**config.mk**
```make
export PLATFORM = sky130hd
export DESIGN_NAME = sh64_front
export DESIGN_NICKNAME = d
export VERILOG_FILES = /design/src/sh64_pkg.sv /design/src/sh64_front.sv
export SDC_FILE = /design/constraint.sdc
export NUM_CORES = 1
export LEC_CHECK = 0
export BUFFER_PORTS_ARGS = -buffer_cell sky130_fd_sc_hd__buf_2
export CAP_MARGIN = 20
export CORE_UTILIZATION = 36
export DETAILED_ROUTE_END_ITERATION = 7
export PLACE_DENSITY = 0.55
export RECOVER_POWER = 25
export SETUP_SLACK_MARGIN = 0.5
export SKIP_CTS_REPAIR_TIMING = 1
export SLEW_MARGIN = 0
export SYNTH_ARGS = -nofsm -noshare
export SYNTH_HDL_FRONTEND = slang
export SYNTH_SLANG_ARGS = --single-unit
```
**constraint.sdc**
```tcl
create_clock -name clk_i -period 9.6 [get_ports clk_i]
set_input_delay 0.48 -clock clk_i [delete_from_list [all_inputs] [get_ports clk_i]]
set_output_delay 0.48 -clock clk_i [all_outputs]
set_load 0.01 [all_outputs]
```
**src/sh64_pkg.sv**
```systemverilog
`timescale 1ns / 1ps
`default_nettype none
package sh64_pkg;

  localparam logic [63:0] PR1 = 64'd11400714785074694791;
  localparam logic [63:0] PR2 = 64'd14029467366897019727;
  localparam logic [63:0] PR3 = 64'd1609587929392839161;
  localparam logic [63:0] PR4 = 64'd9650029242287828579;
  localparam logic [63:0] PR5 = 64'd2870177450012600261;

  localparam int unsigned FifoDepth = 2;

  typedef struct packed {
    logic [63:0] word;
    logic [3:0]  cnt;
    logic        last;
  } item_t;

  // Rotate left by a constant amount between 1 and 63.
  function automatic logic [63:0] rotl(input logic [63:0] v, input int unsigned r);
    return (v << r) | (v >> (64 - r));
  endfunction

endpackage
`default_nettype wire

```
**src/sh64_front.sv**
```systemverilog
`timescale 1ns / 1ps
`default_nettype none
module sh64_front #(
  parameter int unsigned Depth = sh64_pkg::FifoDepth
) (
  input  wire logic              clk_i,
  input  wire logic              rst_ni,
  input  wire logic              in_valid_i,
  output logic                   in_ready_o,
  input  wire logic [63:0]       data_word_i,
  input  wire logic [3:0]        byte_count_i,
  input  wire logic              last_word_i,
  output logic                   item_valid_o,
  output sh64_pkg::item_t        item_o,
  input  wire logic              item_pop_i
);

  localparam int unsigned PtrW = (Depth > 1) ? $clog2(Depth) : 1;
  localparam int unsigned CntW = $clog2(Depth + 1);

  sh64_pkg::item_t mem_q [Depth];
  logic [PtrW-1:0] wr_q, wr_d, rd_q, rd_d;
  logic [CntW-1:0] cnt_q, cnt_d;
  logic            push;
  sh64_pkg::item_t push_item;

  // A count above eight is handled as a full word.
  always_comb begin
    push_item.word = data_word_i;
    push_item.cnt  = byte_count_i[3] ? 4'd8 : byte_count_i;
    push_item.last = last_word_i;
  end

  assign in_ready_o   = (cnt_q != CntW'(Depth));
  assign push         = in_valid_i && in_ready_o;
  assign item_valid_o = (cnt_q != '0);
  assign item_o       = mem_q[rd_q];

  always_comb begin
    wr_d  = wr_q;
    rd_d  = rd_q;
    cnt_d = cnt_q;
    if (push) begin
      wr_d = (wr_q == PtrW'(Depth - 1)) ? '0 : wr_q + 1'b1;
    end
    if (item_pop_i) begin
      rd_d = (rd_q == PtrW'(Depth - 1)) ? '0 : rd_q + 1'b1;
    end
    if (push && !item_pop_i) begin
      cnt_d = cnt_q + 1'b1;
    end else if (!push && item_pop_i) begin
      cnt_d = cnt_q - 1'b1;
    end
  end

  always_ff @(posedge clk_i or negedge rst_ni) begin
    if (!rst_ni) begin
      wr_q  <= '0;
      rd_q  <= '0;
      cnt_q <= '0;
    end else begin
      wr_q  <= wr_d;
      rd_q  <= rd_d;
      cnt_q <= cnt_d;
    end
  end

  always_ff @(posedge clk_i) begin
    if (push) begin
      mem_q[wr_q] <= push_item;
    end
  end

endmodule
`default_nettype wire

```
==> impl_metrics.toml, run 1 <==
[sta]
clock-skew-final_ns = 0.00478
layout_worst_path_cycle_share_pct = 31.4
pins_over_their_slew_limit = 0
highest_clock_rate_ghz = 0.332
finalSetupViolCount = 0
timing_hold_violations_final = 0
min_period_ns = 3.02
rsz0062_at_grt = "no"
timing.setup.tns_ns = 0
relSlewSlack_pct = 34.6
timing_worst_slew_pin_value_ns = 0.982

[route]
drt_first_iter_violations = 145
dr.pass1.iters = 4
route.final.wire_length_um = 9500
route.antenna.remaining_nets = 0
detail_route.drc_violations = 0
route.vias.total = 2673
routedWlPerCell_um = 16.1
routed_via_density = 4.52

[worst_setup_path]
required_ns = 9.12
start_kind = "flip-flop"
worst_setup_ep = "item_o[10]"
r2r.worst_path.cells = 4
timing_worst_setup_path_type = "flip-flop to output pin"
critPathArrivalTime_ns = 2.54
cp-startpoint = "rd_q$_DFFE_PN0P_"
reg2reg_to = "mem_q[0][28]$_DFFE_PP_"
timing.critical_path.buf_inv = 2
timing.critical_path.to_type = "output pin"
crit_path_cells = "buf_4, mux2_4, buf_2"
crit-reg2reg-launch = "cnt_q[0]$_DFFE_PN0P_"
cpPeakStageDelay_ns = 0.84
worstSetupPathDepth = 3
cpMaxStageDelayCell = "sky130_fd_sc_hd__dfrtp_4"
worst_path_dominant_cell_family = "flip-flops"
worst-path-max-fanout = 38
r2r_setup_slack_ns = 7.12

[global_routing]
first_global_vias = 2827
globalRoute.totalOverflow = 0
pin_count_of_the_biggest_net_entering_global_routing = 70
grt_util_all_layers_pct = 12.8
grt_pass1_wl_um = 14500
antenna_found_initial = 1

[place]
routabilityCongestion = 0.663
placed_cells = 557
dp_hpwl_um = 6050
placement.io_buffers = 143

[power]
power.density_cell_area_nw_per_um2 = 313
totalPowerFinal_mw = 2.16
leakagePower_nw = 2.76
power.ir.vdd_worst_mv = 0.125

[logic_synthesis]
synthesis.instances = 236
seq_area_frac_synth_pct = 76.6
syn-mean-instance-area_um2 = 23.5
yosysWarnings = 0
synth_area_um2 = 5540
synth_cell_type_count = 15
number_of_flip_flops_and_latches_in_the_synthesized_netlist = 142
postSynthNetCount = 310

[clock_network]
worst_skew_pair.late_latency_ns = 0.42
tritoncts = "yes"
cts_buffer_depth = 2
tritoncts.num_buffers = 17
cts.reportedPaths.clkPinSlew_ns = 0.06
clkSinkCount = 142
htreeDepth = 4
clock_tree.root_cell = "sky130_fd_sc_hd__clkbuf_16"

[final_layout]
layout.nets = 467
final_cells = 591
flow.area_growth_from_synthesis_pct = 24.8
multi_input_comb_area_um2 = 1150
filler_cell_count = 1294
post_route_cells_drive_above_1_share_pct = 58.9
ff_latch_area_um2 = 4250

[status]
run_status = "completed"

[floorplan]
pin_count = 144
fp.dieW_um = 126
die_y_um = 126
die_area_um2 = 15900
floorplan.rows = 44
initial_utilization_pct = 37.6
core_region_area_um2 = 14800

[worst_hold_path]
worst_hold_path_type = "input pin to flip-flop"
whs_path_depth = 1

[job]
maximum_capacitance_violations = 0
worst reg2reg max path, cell delays in order (launching register included):
cell	delay, ns
sky130_fd_sc_hd__dfrtp_1	0.42
sky130_fd_sc_hd__nand2b_1	0.17
sky130_fd_sc_hd__nand2_1	0.14
sky130_fd_sc_hd__nor2_4	0.75
sky130_fd_sc_hd__buf_4	0.61
flip-flops by register name, indices dropped and copies added (netlist names):
register  count
cnt_q         2
rd_q          1
wr_q          1
mem_q       138
how the worst min path moves through the flow:
stage / slack, ns / from / end
2_1_floorplan: 0.18 / rst_ni / cnt_q[0]$_DFFE_PN0P_
3_3_place_gp: 0.29 / rst_ni / wr_q$_DFFE_PN0N_
3_5_place_dp: 0.30 / rst_ni / wr_q$_DFFE_PN0N_
4_1_cts: -0.16 / rst_ni / wr_q$_DFFE_PN0N_
5_1_grt: 0.22 / data_word_i[58] / mem_q[0][63]$_DFFE_PP_
6_report: 0.25 / data_word_i[59] / mem_q[1][64]$_DFFE_PP_
synthesized netlist by cell type:
cell type / count / share of area, %
sky130_fd_sc_hd__and3_1: 1 / 0.11
sky130_fd_sc_hd__buf_12: 7 / 2.5
sky130_fd_sc_hd__buf_6: 1 / 0.20
sky130_fd_sc_hd__dfrtp_1: 4 / 1.8
sky130_fd_sc_hd__edfxtp_1: 138 / 75
sky130_fd_sc_hd__ha_1: 1 / 0.23
sky130_fd_sc_hd__inv_1: 2 / 0.14
sky130_fd_sc_hd__mux2_4: 69 / 19
sky130_fd_sc_hd__nand2_1: 1 / 0.068
sky130_fd_sc_hd__nand2b_1: 1 / 0.11
sky130_fd_sc_hd__nor2_1: 2 / 0.14
sky130_fd_sc_hd__nor2b_1: 3 / 0.34
sky130_fd_sc_hd__or2_2: 1 / 0.11
sky130_fd_sc_hd__xnor2_1: 2 / 0.32
sky130_fd_sc_hd__xor2_1: 3 / 0.47
stage by stage:
| step | util (%) | area, µm² | setup slack [ns] | hold slack (ns) |
|---|---|---|---|---|
| finish | 46.9 | 6920 | 6.58 | 0.248 |
| global route | 46.9 | 6920 | 6.47 | 0.224 |
| CTS | 46.9 | 6920 | 6.51 | -0.159 |
| detailed placement | 43.2 | 6370 | 6.98 | 0.298 |
| global placement | 43.2 | 6370 | 7.00 | 0.295 |
| floorplan | - | 5540 | 5.52 | 0.184 |
placed cells by master (no fill, tap or decap), types with 2 or more instances in the layout:
| master | count |
|---|---|
| sky130_fd_sc_hd__nor2b_1 | 3 |
| sky130_fd_sc_hd__buf_4 | 2 |
| sky130_fd_sc_hd__mux2_4 | 69 |
| sky130_fd_sc_hd__inv_6 | 2 |
| sky130_fd_sc_hd__xnor2_1 | 2 |
| sky130_fd_sc_hd__clkbuf_1 | 11 |
| sky130_fd_sc_hd__clkinv_2 | 3 |
| sky130_fd_sc_hd__dfrtp_1 | 3 |
| sky130_fd_sc_hd__edfxtp_1 | 138 |
| sky130_fd_sc_hd__clkinvlp_4 | 5 |
| sky130_fd_sc_hd__clkinv_4 | 2 |
| sky130_fd_sc_hd__xor2_1 | 3 |
| sky130_fd_sc_hd__inv_1 | 2 |
| sky130_fd_sc_hd__buf_2 | 134 |
| sky130_fd_sc_hd__clkbuf_16 | 17 |
per-layer routing:
layer	routed length (µm)	up-vias	global-route usage [%]
met5	0	-	0
met4	263	0	8.29
met3	613	22	4.50
met2	4890	90	21.2
met1	3740	1315	13.9
li1	-	1246	-
cells by family (layout without fill, tap and decap cells):
logic type                 after synthesis  in the layout  share of synthesized area [%]
buffers and inverters                   10            180                           2.87
DFF                                    142            142                           76.6
xor gates and xnor gates                 5              5                          0.790
muxes                                   69             69                           18.7
adders and majority gates                1              1                          0.226
other                                    0              1                              0
and+or+nand+nor                          9              9                          0.880
cell type report:
type | instances | share of cell area (%)
Clock inverter | 13 | 1.70
Inverter | 2 | 0.108
Antenna cell | 1 | 0.0362
Multi-Input combinational cell | 84 | 16.7
Sequential cell | 142 | 61.4
Timing Repair Buffer | 146 | 10.5
Clock buffer | 19 | 6.25
Tap cell | 184 | 3.33
report_power, final:
part	internal [mW]	switching [mW]
combinational	0.336	0.296
clock	0.356	0.248
sequential	0.851	0.0763
total	1.54	0.621
Note: power is estimated with default switching activity, not from simulation.
==> inputs of run 2 (changes only) <==
--- a/config.mk
+++ b/config.mk
@@ -5,6 +5,7 @@
 export SDC_FILE = /design/constraint.sdc
 export NUM_CORES = 1
 export LEC_CHECK = 0
+export ABC_AREA = 1
 export BUFFER_PORTS_ARGS = -buffer_cell sky130_fd_sc_hd__buf_2
 export CAP_MARGIN = 20
 export CORE_UTILIZATION = 36
==> constraint.sdc (replaced) <==
create_clock -name clk_i -period 2.8 [get_ports clk_i]
set_input_delay 0.14 -clock clk_i [delete_from_list [all_inputs] [get_ports clk_i]]
set_output_delay 0.14 -clock clk_i [all_outputs]
set_load 0.01 [all_outputs]
==> impl_metrics.toml, run 2 <==
[status]
run_status = "completed"

[worst_setup_path]
start_kind = "flip-flop"
required_ns = 2.66
timing.critical_path.to_type = "output pin"
critPathArrivalTime_ns = 2.04
crit-reg2reg-launch = "cnt_q[0]$_DFFE_PN0P_"
worst-path-max-fanout = 53
timing_worst_setup_path_type = "flip-flop to output pin"
cp-startpoint = "rd_q$_DFFE_PN0P_"

[power]
leakagePower_nw = 3.10
sw_frac_of_total_pct = 27.7
totalPowerFinal_mw = 7.66
internal_power_mw = 5.54
comb_power_share_pct = 31.1
pwr-share-clk_pct = 28.4
sequential_power_share_pct = 40.4
netSwitchingPower_mw = 2.12
power.ir.vdd_worst_mv = 0.490
power.density_cell_area_nw_per_um2 = 997

[floorplan]
pin_count = 144
fp.dieW_um = 126
initial_utilization_pct = 36.7
core_region_area_um2 = 15100
floorplan.rows = 45
die_area_um2 = 16000
die_y_um = 126

[place]
placed_cells = 575
placement.io_buffers = 143
worst_slack_placed_ns = 0.943
placedInstanceArea_um2 = 6460
routabilityCongestion = 0.657
dp_hpwl_um = 6170

[route]
route.vias.total = 2937
routedWlPerCell_um = 14.7
route.top_layer_used = "met4"
met3_length_um = 490
drt_first_iter_violations = 116
dr.pass1.iters = 4
dr_wl_met2_um = 5130
met1Wirelength_um = 4090
routed_via_density = 4.35
route.antenna.remaining_nets = 0
route.final.wire_length_um = 9890
detail_route.drc_violations = 0

[final_layout]
filler_cell_count = 1281
register_ranked_first_by_flip_flop_count = "mem_q"
commonest_non_fill_non_tap_cell_in_the_layout = "sky130_fd_sc_hd__edfxtp_1"
flow.area_growth_from_synthesis_pct = 38.2
post_route_cells_drive_above_1_share_pct = 46.4
mostFrequentLayoutCells = "sky130_fd_sc_hd__edfxtp_1 (138), sky130_fd_sc_hd__buf_2 (121), sky130_fd_sc_hd__mux2_4 (69)"
final_cells = 675
fin_area_um2 = 7690
largest_reg_flops = 138
antenna_cells_inserted = 0
layout.nets = 548
biggestRegsByFlops = "mem_q (138), cnt_q (2)"

[sta]
layout_worst_path_cycle_share_pct = 77.9
min_period_ns = 2.18
highest_clock_rate_ghz = 0.458
worst_setup_slack_final_ns = 0.618
timing.setup.tns_ns = 0
timing_hold_violations_final = 0
pins_over_their_slew_limit = 0
rsz0062_at_grt = "no"
timing_worst_slew_pin_value_ns = 0.484
clock-skew-final_ns = 0.00385
relSlewSlack_pct = 67.7
finalSetupViolCount = 0

[clock_network]
clkSinkCount = 142
cts.reportedPaths.clkPinSlew_ns = 0.06
tritoncts = "yes"
tritoncts.num_buffers = 17
clock_tree.root_cell = "sky130_fd_sc_hd__clkbuf_16"
cts_buffer_depth = 2
htreeDepth = 4
worst_skew_pair.late_latency_ns = 0.41

[logic_synthesis]
ys_top_cells_by_area = "sky130_fd_sc_hd__edfxtp_1 (74%), sky130_fd_sc_hd__mux2_4 (19%), sky130_fd_sc_hd__buf_12 (2.5%)"
synthDominantAreaCellType = "sky130_fd_sc_hd__edfxtp_1"
postSynthNetCount = 321
synth_top_cells_by_count = "sky130_fd_sc_hd__edfxtp_1 (138), sky130_fd_sc_hd__mux2_4 (69), sky130_fd_sc_hd__inv_1 (10)"
seq_area_frac_synth_pct = 76.3
number_of_enable_flip_flop_cells_after_synthesis = 138
synth_area_um2 = 5560
yosysWarnings = 0
synth_cell_type_count = 13
synthArstFlopShare_pct = 2.82
syn-mean-instance-area_um2 = 22.5
synth_top_flop_cell = "sky130_fd_sc_hd__edfxtp_1"
synthMostInstantiatedCell = "sky130_fd_sc_hd__edfxtp_1"
netlist.area_leader.share_pct = 74.5
synthesis.instances = 247
number_of_flip_flops_and_latches_in_the_synthesized_netlist = 142

[job]
maximum_capacitance_violations = 0

[global_routing]
pin_count_of_the_biggest_net_entering_global_routing = 55
grt_pass1_wl_um = 14800
globalRoute.totalOverflow = 0
grt_util_all_layers_pct = 12.7
antenna_found_initial = 0
first_global_vias = 2905

[worst_hold_path]
worst_hold_path_type = "input pin to flip-flop"
hold_path_startpoint = "byte_count_i[2]"
run 2: changes by cell type after synthesis, moves of 3 or more:
cell,change
sky130_fd_sc_hd__nor2_1,+3
sky130_fd_sc_hd__inv_1,+8
sky130_fd_sc_hd__nor2b_1,-3
sky130_fd_sc_hd__nand2_1,+6
run 2: power by group through the flow:
| stage | clock network, mW | registers, mW | logic, mW |
|---|---|---|---|
| after floorplan | 0 | 3.06 | 1.82 |
| after global placement | 0 | 3.12 | 2.36 |
| after detailed placement | 0 | 3.15 | 2.37 |
| after CTS | 2.24 | 3.11 | 2.38 |
| after global routing | 2.32 | 3.15 | 2.58 |
| final | 2.18 | 3.10 | 2.38 |
run 2: stage by stage:
stage               util (%)  hold WS (ns)
detailed placement      42.6       -0.0410
floorplan                  -        -0.156
global route            50.8        0.0560
CTS                     46.5        -0.488
finish                  50.8        0.0590
global placement        42.6       -0.0428
run 2: logic make-up after synthesis:
group	synth area share, %
XOR/XNOR	0.472
adder cells (fa/ha/maj)	0.225
buffers and inverters	3.40
flip-flops	76.3
multiplexers	18.6
AND/OR/NAND/NOR	1.01
run 2: cell type report:
| cell class | count | area [µm²] | area share, % |
|---|---|---|---|
| sequential | 142 | 4250 | 55.2 |
| clock buffer | 17 | 425 | 5.53 |
| tap | 188 | 235 | 3.06 |
| inverter | 10 | 37.5 | 0.488 |
| multi-input combinational | 87 | 1150 | 14.9 |
| timing repair buffer | 216 | 1440 | 18.8 |
| clock inverter | 15 | 153 | 1.99 |
run 2: path summary, 6_finish.rpt:
check | endpoint | slack, ns | cells after the start
worst max-delay path | item_o[50] | 0.62 | 3
worst min-delay path | mem_q[0][3]$_DFFE_PP_ | 0.06 | 3
worst max register to register | mem_q[0][32]$_DFFE_PP_ | 0.97 | 5
worst min register to register | cnt_q[0]$_DFFE_PN0P_ | 0.51 | 1
max in group asynchronous | rd_q$_DFFE_PN0P_ | 2.48 | 2
min in group asynchronous | wr_q$_DFFE_PN0N_ | 0.09 | 2
run 2: routing by layer:
| layer | global-route usage (%) | up-vias |
|---|---|---|
| met1 | 13.6 | 1423 |
| li1 | - | 1412 |
| met5 | 0 | - |
| met2 | 21.8 | 88 |
| met4 | 6.80 | 0 |
| met3 | 4.77 | 14 |
run 2: worst max-delay path, cell delays in order, from the launching register on:
cell	delay [ns]
sky130_fd_sc_hd__dfrtp_4	0.65
sky130_fd_sc_hd__buf_12	0.40
sky130_fd_sc_hd__mux2_4	0.35
sky130_fd_sc_hd__buf_2	0.14
